File: src/a2d_pkg.sv
// shared types and constants for the 2d affine compose and transform block
// no dependencies; imported by the controller, the datapath and the top level
package a2d_pkg;

  localparam int OPCODE_W           = 2;
  localparam int TRIG_W             = 16;
  localparam int DIST_W             = 48;
  localparam int DEF_COORD_WIDTH    = 24;
  localparam int DEF_COEF_FRAC_BITS = 14;

  typedef enum logic [OPCODE_W-1:0] {
    OP_IDENT = 2'd0,
    OP_TRANS = 2'd1,
    OP_ROT   = 2'd2,
    OP_POINT = 2'd3
  } op_t;

  // operand selection of the shared multiplier unit
  typedef enum logic [1:0] {
    SEL_COL0 = 2'd0,
    SEL_COL1 = 2'd1,
    SEL_OFS  = 2'd2,
    SEL_PT   = 2'd3
  } mul_sel_t;

  typedef struct packed {
    logic     load;
    logic     ident;
    logic     trans;
    logic     mul;
    mul_sel_t sel;
    logic     wb_rot;
    logic     wb_pt;
    logic     sqr;
    logic     fin;
  } dp_cmd_t;

endpackage

File: src/a2d_ctrl.sv
// sequencing state machine: input and output handshakes, datapath commands
// depends on a2d_pkg
module a2d_ctrl
  import a2d_pkg::*;
(
  input  logic                clk,
  input  logic                rst_n,
  input  logic                in_valid,
  output logic                in_ready,
  input  logic [OPCODE_W-1:0] in_opcode,
  output logic                out_valid,
  input  logic                out_ready,
  output dp_cmd_t             cmd
);

  typedef enum logic [2:0] {
    S_IDLE,
    S_MUL,
    S_ACC,
    S_SQR,
    S_FIN
  } state_t;

  state_t   state_r;
  op_t      op_r;
  mul_sel_t sel_r;
  logic     out_valid_r;
  logic     in_fire;
  logic     fin_go;
  op_t      in_op;

  assign in_op     = op_t'(in_opcode);
  assign in_ready  = (state_r == S_IDLE);
  assign in_fire   = in_valid && in_ready;
  assign fin_go    = (state_r == S_FIN) && (!out_valid_r || out_ready);
  assign out_valid = out_valid_r;

  // command decode
  always_comb begin
    cmd     = '0;
    cmd.sel = sel_r;
    unique case (state_r)
      S_IDLE: begin
        if (in_fire) begin
          unique case (in_op)
            OP_IDENT: cmd.ident = 1'b1;
            OP_TRANS: cmd.trans = 1'b1;
            OP_ROT:   cmd.load  = 1'b1;
            OP_POINT: cmd.load  = 1'b1;
            default:  cmd.load  = 1'b0;
          endcase
        end
      end
      S_MUL: cmd.mul = 1'b1;
      S_ACC: begin
        if (op_r == OP_POINT) begin
          cmd.wb_pt = 1'b1;
        end else begin
          cmd.wb_rot = 1'b1;
        end
      end
      S_SQR: cmd.sqr = 1'b1;
      S_FIN: cmd.fin = fin_go;
      default: cmd.sel = sel_r;
    endcase
  end

  // state and registered outputs
  always_ff @(posedge clk) begin
    if (!rst_n) begin
      state_r     <= S_IDLE;
      op_r        <= OP_IDENT;
      sel_r       <= SEL_COL0;
      out_valid_r <= 1'b0;
    end else begin
      if (fin_go) begin
        out_valid_r <= 1'b1;
      end else if (out_ready) begin
        out_valid_r <= 1'b0;
      end
      unique case (state_r)
        S_IDLE: begin
          if (in_fire) begin
            op_r <= in_op;
            if (in_op == OP_ROT) begin
              sel_r   <= SEL_COL0;
              state_r <= S_MUL;
            end else if (in_op == OP_POINT) begin
              sel_r   <= SEL_PT;
              state_r <= S_MUL;
            end
          end
        end
        S_MUL: state_r <= S_ACC;
        S_ACC: begin
          if (op_r == OP_POINT) begin
            state_r <= S_SQR;
          end else if (sel_r == SEL_OFS) begin
            state_r <= S_IDLE;
          end else begin
            // next column of the rotation
            sel_r   <= (sel_r == SEL_COL0) ? SEL_COL1 : SEL_OFS;
            state_r <= S_MUL;
          end
        end
        S_SQR: state_r <= S_FIN;
        S_FIN: begin
          if (fin_go) begin
            state_r <= S_IDLE;
          end
        end
        default: state_r <= S_IDLE;
      endcase
    end
  end

endmodule

File: config.mk
export PLATFORM = sky130hd
export DESIGN_NAME = a2d_ctrl
export DESIGN_NICKNAME = d
export VERILOG_FILES = /design/src/a2d_pkg.sv /design/src/a2d_ctrl.sv
export SDC_FILE = /design/constraint.sdc
export NUM_CORES = 1
export LEC_CHECK = 0
export BUFFER_PORTS_ARGS = -buffer_cell sky130_fd_sc_hd__clkbuf_2
export CAP_MARGIN = 25
export CORE_AREA = 2 2 39 41
export DETAILED_ROUTE_END_ITERATION = 7
export DIE_AREA = 0 0 41 43
export GPL_ROUTABILITY_DRIVEN = 1
export GPL_TIMING_DRIVEN = 0
export SLEW_MARGIN = 20
export SYNTH_ARGS = -nofsm -noshare
export SYNTH_HDL_FRONTEND = slang
export SYNTH_SLANG_ARGS = --single-unit
export TNS_END_PERCENT = 100
File: constraint.sdc
create_clock -name clk -period 3.3 [get_ports clk]
set_input_delay 0 -clock clk [delete_from_list [all_inputs] [get_ports clk]]
set_output_delay 0 -clock clk [all_outputs]
set_load 0.1 [all_outputs]
==> results of run 1 <==
==> cell families (layout without fill, tap and decap cells) <==
logic type / Yosys count / after routing / share of synthesized area, %
compound gates: 11 / 11 / 20.56
buf+inv: 6 / 26 / 7.605
flops: 8 / 8 / 36.06
simple gates: 27 / 27 / 35.77
==> how the worst max path moves through the flow <==
stage	from	to	depth (start not counted)
floorplan	state_r[1]$_SDFFE_PN0P_	cmd[7]	3
finish	state_r[1]$_SDFFE_PN0P_	cmd[7]	4
global route	state_r[1]$_SDFFE_PN0P_	cmd[7]	4
detailed placement	state_r[1]$_SDFFE_PN0P_	cmd[7]	4
global placement	state_r[1]$_SDFFE_PN0P_	cmd[7]	4
CTS	state_r[1]$_SDFFE_PN0P_	cmd[7]	4
==> cell usage in the layout (no fill, tap or decap), drive strengths merged <==
master and instances:
a21boi 2, a21oi 3, a221oi 1, a31oi 1, and2 1, and3b 1, buf 2, clkbuf 20
dfxtp 8, inv 4, nand2 4, nand2b 1, nand3 3, nor2 6, nor2b 3, nor3 2
nor3b 3, o2111a 1, o21a 1, o221a 1, o32a 1, or2b 1, or3b 1, or4b 1
==> flip-flops by register name (all words and copies together) (netlist names) <==
register,flops
op_r,2
state_r,3
sel_r,2
out_valid,1
==> cell type report <==
| class | instances | area [sq um] |
|---|---|---|
| fillers | 171 | 807.0 |
| multi-input cells | 38 | 255.2 |
| flip-flops and latches | 8 | 160.2 |
| repair buffers | 17 | 85.08 |
| clock buffers | 3 | 22.52 |
| well taps | 16 | 20.02 |
| plain buffers | 2 | 18.77 |
| inverters | 4 | 15.01 |
==> metal layers <==
metal / track usage [%] / up-vias / part of all wire [%] / wire, um
met1: 16.13 / 188 / 49 / 451
li1: - / 224 / - / -
met2: 18.44 / 9 / 46 / 426
met3: 9.424 / 0 / 4.5 / 41
met4: 6.000 / 0 / 0 / 0
met5: 0 / - / 0 / 0
==> power breakdown <==
part	total, W	internal [W]	switching, W	leakage (nW)
combinational	0.0000845	0.0000190	0.0000655	0.194
clock	0.0000748	0.0000416	0.0000332	0.0138
sequential	0.000106	0.000102	0.00000415	0.0654
==> per-stage QoR <==
stage	worst slack (ns)	total power [W]
6_report	1.366	0.0002654
5_1_grt	1.245	0.0002826
4_1_cts	1.357	0.0002690
3_5_place_dp	1.644	0.0001930
3_3_place_gp	1.646	0.0001927
2_1_floorplan	0.1058	0.0001779
==> worst max-delay path, stage by stage, from the launching register on <==
cell,delay (ns)
dfxtp_1,0.30
buf_6,0.13
or4b_4,0.57
nor3b_1,0.20
clkbuf_2,0.48
==> synthesized netlist by cell type <==
cell type	number
a21boi_0	2
and3b_2	1
and2_1	1
buf_4	1
or2b_1	1
a31oi_2	1
dfxtp_1	8
nor2_1	6
nand2b_1	1
o2111a_1	1
or4b_4	1
o21a_1	1
o221a_1	1
buf_6	1
nor2b_1	3
a221oi_1	1
o32a_1	1
or3b_4	1
nor3b_1	3
nand3_1	3
a21oi_1	3
nor3_1	2
nand2_1	4
inv_1	4
==> impl_metrics.tcl, run 1 <==
set metrics [dict create \
    vias_per_cell 4.784 \
    globalRoute.totalOverflow 0 \
    ir_worst_vdd_uv 202.3 \
    rsz0062_at_grt "false" \
    whs_endpoint "op_r[0]$_SDFFE_PN0P_" \
    place_area_sq_um 554.3 \
    grt_usage_pct 13.67 \
    clkTransAtPathRegs_ns 0.05 \
    period_needed_ns 1.934 \
    vias 421 \
    htreeDepth 1 \
    syn_area_sq_um 444.2 \
    portBuffers 17 \
    r2r_end "sel_r[1]$_SDFFE_PN0P_" \
    maxSlewViolCount 0 \
    setup_tns_ns 0 \
    worstSetupEndpointType "primary output" \
    crit_type "register to primary output" \
    fp.dieW_um 41 \
    synth_area_per_cell_sq_um 8.542 \
    synth.area.top_cells "dfxtp_1 36%, nor2_1 5.1%, nor3b_1 5.1%" \
    totalWireLength_um 919 \
    ys_types 24 \
    hold_path_class "input pin to register" \
    avgRoutedWirePerCell_um 10.44 \
    drive_above_1_share_pct 37.50 \
    synth_seq_cells 8 \
    grt_pass1_vias 395 \
    placedCellCount 85 \
    post_layout_nonfiller_instances 88 \
    yosys.area.top_type_share_pct 36.06 \
    cts_root_buf "clkbuf_4" \
    fin_util_pct 41.68 \
    ant_nets 0 \
    critPathLaunchType "register" \
    coreArea_sq_um 1384 \
    worst-r2r-setup-slack_ns 1.65 \
    cp.required_ns 3.30 \
    run_status "completed" \
    die-height_um 43 \
    fin_crit_sh_pct 58.60 \
    drt_iter0_markers 3 \
    cts_buffers 3 \
    start_util_pct 32.10 \
    postCtsSetupBuffers 0 \
    yosysSeqAreaShare_pct 36.06 \
    holdPathStages 3 \
    nNetsFinal 80 \
    grt_pass1_wl_mm 1.559 \
    finalClockSkew_ns 0.006510 \
    worstMarginPinSlew_ns 0.5393 \
    max_slew_margin_pct 64.20 \
    cts_buffer_depth 2 \
    dr.pass1.iters 4 \
    cts_num_sinks 8 \
    drv_cap 0 \
    pin_count 18 \
    timing.final.hold_violations 0 \
    grt_max_degree 10 \
    dieArea_sq_um 1763 \
    timing.rr.start "state_r[1]$_SDFFE_PN0P_" \
    cts_resized 0 \
    stdcell_area_sq_um 576.8 \
    power_leakage_nw 0.2728 \
    drc 0 \
    ff2ff_path_depth 5 \
    critPathMaxFanout 9 \
    yosysTopAreaCell "dfxtp_1" \
    clk_latency_ns 0.25 \
    holdBufCountCts 0 \
    ys_warn_count 0 \
    fmax_ghz 0.5171 \
    final-setup-viol-count 0 \
    worstHoldStart "in_opcode[0]" \
    synthCells 52 \
    gp_congestion 0.7152 \
    antenna_found_initial 0 \
    hold_slack_ns 0.02575 \
    rows 14 \
    cp_data_arrival_time_ns 1.93 \
    antennaDiodeCount 0 \
    power.density_nw_per_um2 460.1 \
    synth_fp_nets 58 \
    area_delta_synth_final_pct 29.86 \
    hpwlAfterDp_um 719.8 \
    cts_tree "done" \
]
No activity file was read; power rests on OpenSTA's default activity.
==> inputs of run 2 (changes only) <==
Clock period 3.3 ns to 2 ns, I/O delays scaled along.
==> run 2 against run 1 <==
Final area grew 6.7%; largest cell class unchanged; global-route usage fell by 0.69 points; cell count stayed put.
==> impl_metrics.tcl, run 2 (same netlist as run 1, synthesis figures left out) <==
set metrics [dict create \
    cts_tree "done" \
    fmax_ghz 0.5237 \
    maxSlewViolCount 0 \
    multi_input_area_sq_um 294.0 \
    final-setup-viol-count 0 \
    ant_nets 0 \
    rsz0062_at_grt "false" \
    final_cell_mix "16 x clkbuf_2, 8 x dfxtp_1, 4 x nand2_1, 4 x inv_1, 4 x nor2_1" \
    cp_data_arrival_time_ns 1.91 \
    fin_crit_sh_pct 95.47 \
    post_layout_nonfiller_instances 88 \
    area_delta_synth_final_pct 38.59 \
    seq_area_sq_um 160.2 \
    worst-r2r-setup-slack_ns 0.30 \
    hold_slack_ns 0.03846 \
    place_area_sq_um 593.1 \
    cts_buffer_depth 2 \
    reg_top3 "state_r x3, op_r x2, sel_r x2" \
    hpwlAfterDp_um 766.5 \
    nNetsFinal 80 \
    fp.dieW_um 41 \
    die-height_um 43 \
    cts_buffers 3 \
    cp.required_ns 2.00 \
    critPathLaunchType "register" \
    fin_ws_ns 0.09059 \
    power.density_nw_per_um2 728.5 \
    coreArea_sq_um 1384 \
    start_util_pct 32.10 \
    timing.final.hold_violations 0 \
    totalWireLength_um 958 \
    finalClockSkew_ns 0.001323 \
    worstHoldStart "rst_n" \
    power_leakage_nw 0.2892 \
    grt_usage_pct 12.98 \
    place_ws_ns 0.3024 \
    htreeDepth 1 \
    portBuffers 17 \
    crit_type "register to primary output" \
    dr.pass1.iters 4 \
    antenna_found_initial 0 \
    rows 14 \
    crit_path_max_incr_delay_ns 0.60 \
    hold_path_class "input pin to register" \
    top_register "state_r" \
    ir_worst_vdd_uv 262.1 \
    path_cells "buf_6, or4b_4, nor3b_4, buf_2" \
    holdPathStages 2 \
    globalRoute.totalOverflow 0 \
    critPathMaxFanout 9 \
    whs_endpoint "state_r[1]$_SDFFE_PN0P_" \
    antennaDiodeCount 0 \
    drv_cap 0 \
    worstMarginPinSlew_ns 0.5394 \
    r2r_end "sel_r[1]$_SDFFE_PN0P_" \
    fillers 141 \
    avgRoutedWirePerCell_um 10.89 \
    run_status "completed" \
    pin_count 18 \
    stdcell_area_sq_um 615.6 \
    cts_num_sinks 8 \
    layout_commonest_cell "clkbuf_2" \
    placedCellCount 85 \
    clk_latency_ns 0.26 \
    ff2ff_path_depth 5 \
    max_slew_margin_pct 64.20 \
    drt_iter0_markers 5 \
    dieArea_sq_um 1763 \
    setup_tns_ns 0 \
    clkTransAtPathRegs_ns 0.05 \
    grt_pass1_vias 347 \
    vias_per_cell 4.989 \
    timing.rr.start "state_r[1]$_SDFFE_PN0P_" \
    cts_root_buf "clkbuf_4" \
    period_needed_ns 1.909 \
    worstSetupEndpointType "primary output" \
    drive_above_1_share_pct 44.44 \
    postCtsSetupBuffers 0 \
    worst_path_max_delay_cell "or4b_4" \
    drc 0 \
    largest_reg_flops 3 \
    grt_max_degree 10 \
    vias 439 \
    grt_pass1_wl_mm 1.518 \
    gp_congestion 0.7007 \
]
[run 2: cell count changes in the layout (fill, tap and decap cells not counted), moves of 2 or more]
cell | previous run | this run
nor3_4 | 0 | 2
nor3b_1 | 3 | 1
nor2_2 | 0 | 2
nor2_1 | 6 | 4
[run 2: area by class of cell]
cell class	count	area share (%)
clock buffer	3	3.659
tap	16	3.252
sequential	8	26.02
inverter	4	2.439
timing repair buffer	17	13.82
buffer	2	3.049
multi-input combinational	38	47.76
[run 2: metrics by stage]
stage	util (%)	total power (W)
floorplan	-	0.0003001
global placement	42.86	0.0003267
detailed placement	42.86	0.0003276
CTS	44.48	0.0004566
global route	44.48	0.0004709
finish	44.48	0.0004484
[run 2: how the worst max path moves through the flow]
| stage | startpoint | to | slack [ns] | cells after the start |
|---|---|---|---|---|
| 2_1_floorplan | state_r[1]$_SDFFE_PN0P_ | cmd[9] | -0.11 | 4 |
| 3_3_place_gp | state_r[1]$_SDFFE_PN0P_ | sel_r[1]$_SDFFE_PN0P_ | 0.32 | 5 |
| 3_5_place_dp | state_r[1]$_SDFFE_PN0P_ | sel_r[1]$_SDFFE_PN0P_ | 0.30 | 5 |
| 4_1_cts | state_r[1]$_SDFFE_PN0P_ | cmd[7] | 0.04 | 4 |
| 5_1_grt | state_r[2]$_SDFFE_PN0P_ | cmd[0] | 0.02 | 4 |
| 6_report | state_r[1]$_SDFFE_PN0P_ | cmd[7] | 0.09 | 4 |
[run 2: layer usage]
layer	vias up	routed length [um]	GRT usage (%)	share of wire, %
met4	0	0	4.000	0
li1	224	-	-	-
met2	12	477	16.25	50
met1	203	417	18.12	44
met3	0	63	7.853	6.6
met5	-	0	0	0
[run 2: repair_timing]
action,4_1_cts,5_1_grt
hold buffers,0,0
gates resized for setup,0,1
setup endpoints to repair,0,1
[run 2: report_power, final]
part / internal [W] / switching [W] / leakage, nW
combinational: 0.0000348 / 0.000113 / 0.210
clock: 0.0000688 / 0.0000565 / 0.0138
sequential: 0.000168 / 0.00000702 / 0.0654
total: 0.000272 / 0.000177 / 0.289
[run 2: worst max-delay path, delay by kind of cell (launching register included)]
| kind | cells | cell delay, ns |
|---|---|---|
| buffers and inverters | 2 | 0.57 |
| flip-flops | 1 | 0.30 |
| AND/OR/NAND/NOR | 2 | 0.78 |
==> inputs of run 3 (changes only) <==
Clock period 2 ns to 1.8 ns, I/O delays scaled along.
==> run 3 against run 2 <==
Global-route usage up 0.62 points; critical path depth did not move; via count rose by 0.46%; sequential share of layout area is 0.82 points lower; clock power increased by 14%; combinational power grew 14%; highest routed layer unchanged.
==> impl_metrics.tcl, run 3 (same netlist as run 1, synthesis figures left out) <==
set metrics [dict create \
    holdBufCountCts 0 \
    pin_count 18 \
    whs_endpoint "state_r[1]$_SDFFE_PN0P_" \
    cts_num_sinks 8 \
    hold_slack_ns 0.03657 \
    ff2ff_path_depth 5 \
    drt_iter0_markers 5 \
    clockPowerShare_pct 28.0 \
    period_needed_ns 1.757 \
    gp_congestion 0.7006 \
    avgRoutedWirePerCell_um 11.70 \
    power.density_nw_per_um2 794.0 \
    ir_worst_vdd_uv 305.6 \
    reg_top3 "state_r x3, op_r x2, sel_r x2" \
    crit_type "register to primary output" \
    drc 0 \
    cts_tree "done" \
    run_status "completed" \
    layout_commonest_cell "clkbuf_2" \
    totalWireLength_mm 1.030 \
    cts_root_buf "clkbuf_4" \
    clk_latency_ns 0.26 \
    grt_pass1_wl_mm 1.580 \
    holdPathStages 2 \
    pwr-share-comb_pct 33.3 \
    antenna_found_initial 0 \
    fin_crit_sh_pct 97.58 \
    max_slew_margin_pct 63.72 \
    hold_path_class "input pin to register" \
    fillers 144 \
    internal_power_w 0.0003045 \
    fmax_ghz 0.5693 \
    p_switching_w 0.0002001 \
    p_sw_share_pct 39.66 \
    place_area_sq_um 593.1 \
    cts_buffers 3 \
    power_frac_seq_pct 38.7 \
    worstMarginPinSlew_ns 0.5465 \
    grt_pass1_vias 343 \
    hpwlAfterDp_um 766.8 \
    largest_reg_flops 3 \
    grt_max_degree 10 \
    vias_per_cell 5.011 \
    vias 441 \
    portBuffers 17 \
    timing.rr.start "state_r[1]$_SDFFE_PN0P_" \
    cts_buffer_depth 2 \
    rows 14 \
    maxSlewViolCount 0 \
    coreArea_sq_um 1384 \
    timing.final.hold_violations 0 \
    placedCellCount 85 \
    critPathLaunchType "register" \
    cp_data_arrival_time_ns 1.76 \
    multi_input_area_sq_um 299.0 \
    start_util_pct 32.10 \
    cp.required_ns 1.80 \
    r2r_end "sel_r[1]$_SDFFE_PN0P_" \
    dr.pass1.iters 4 \
    ant_nets 0 \
    post_layout_nonfiller_instances 88 \
    worstHoldStart "rst_n" \
    final_cell_mix "13 x clkbuf_2, 8 x dfxtp_1" \
    htreeDepth 1 \
    globalRoute.totalOverflow 0 \
    area_delta_synth_final_pct 43.10 \
    worstSetupEndpointType "primary output" \
    stdcell_area_sq_um 635.6 \
    top_register "state_r" \
    nNetsFinal 80 \
    final-setup-viol-count 0 \
    fp.dieW_um 41 \
    dieArea_sq_um 1763 \
    clkTransAtPathRegs_ns 0.06 \
    seq_area_sq_um 160.2 \
    die-height_um 43 \
    finalClockSkew_ns 0.004431 \
    worst-r2r-setup-slack_ns 0.09 \
    critPathMaxFanout 9 \
    power_leakage_nw 0.2970 \
    grt_usage_pct 13.60 \
    antennaDiodeCount 0 \
    drive_above_1_share_pct 45.83 \
    drv_cap 0 \
]
-- run 3: power by group through the flow --
| stage | clock [W] | combinational, W | sequential (W) |
|---|---|---|---|
| after floorplan | 0 | 0.000105 | 0.000228 |
| after detailed placement | 0 | 0.000165 | 0.000199 |
| after CTS | 0.000150 | 0.000168 | 0.000195 |
| after global routing | 0.000158 | 0.000175 | 0.000197 |
| final | 0.000142 | 0.000168 | 0.000195 |
| after global placement | 0 | 0.000165 | 0.000198 |
-- run 3: layout make-up --
class / instances / share of cell area [%]
Clock buffer: 3 / 3.543
Inverter: 4 / 2.362
Tap cell: 16 / 3.150
Multi-Input combinational cell: 38 / 47.05
Sequential cell: 8 / 25.20
Timing Repair Buffer: 17 / 15.75
Buffer: 2 / 2.953
-- run 3: critical path: stages (launching register included) --
cell	delay, ns
dfxtp_1	0.30
buf_6	0.14
or4b_4	0.60
nor3b_4	0.23
buf_8	0.22
-- run 3: worst max path at each step --
stage / start / end / slack, ns / cells past startpoint
floorplan: state_r[1]$_SDFFE_PN0P_ / cmd[9] / -0.31 / 4
global placement: state_r[1]$_SDFFE_PN0P_ / sel_r[1]$_SDFFE_PN0P_ / 0.12 / 5
finish: state_r[1]$_SDFFE_PN0P_ / cmd[7] / 0.04 / 4
global route: state_r[1]$_SDFFE_PN0P_ / cmd[7] / -0.003 / 4
detailed placement: state_r[1]$_SDFFE_PN0P_ / sel_r[1]$_SDFFE_PN0P_ / 0.10 / 5
CTS: state_r[1]$_SDFFE_PN0P_ / cmd[8] / 0.02 / 4
-- run 3: through the flow --
stage          power [W]  setup WS [ns]   TNS (ns)  utilization (%)
2_1_floorplan  0.0003335        -0.3150    -0.6136                -
3_3_place_gp   0.0003630         0.1240          0            42.86
3_5_place_dp   0.0003639         0.1034          0            42.86
4_1_cts        0.0005130        0.02321          0            45.48
5_1_grt        0.0005301      -0.003087  -0.003087            45.93
6_report       0.0005047        0.04349          0            45.93
-- run 3: metal layers --
metal / GRT usage [%] / routed length (um) / vias up
li1: - / - / 224
met5: 0 / 0 / -
met4: 6.000 / 0 / 0
met1: 18.18 / 476 / 207
met2: 17.19 / 508 / 10
met3: 7.853 / 45 / 0
-- run 3: what timing repair did --
action                                  CTS  global route
gates cloned                              0             0
resized for setup                         4             4
endpoints found under the setup margin    3             4
buffers inserted                          0             0
pin swaps                                 0             0
endpoints found under the hold margin     0             0
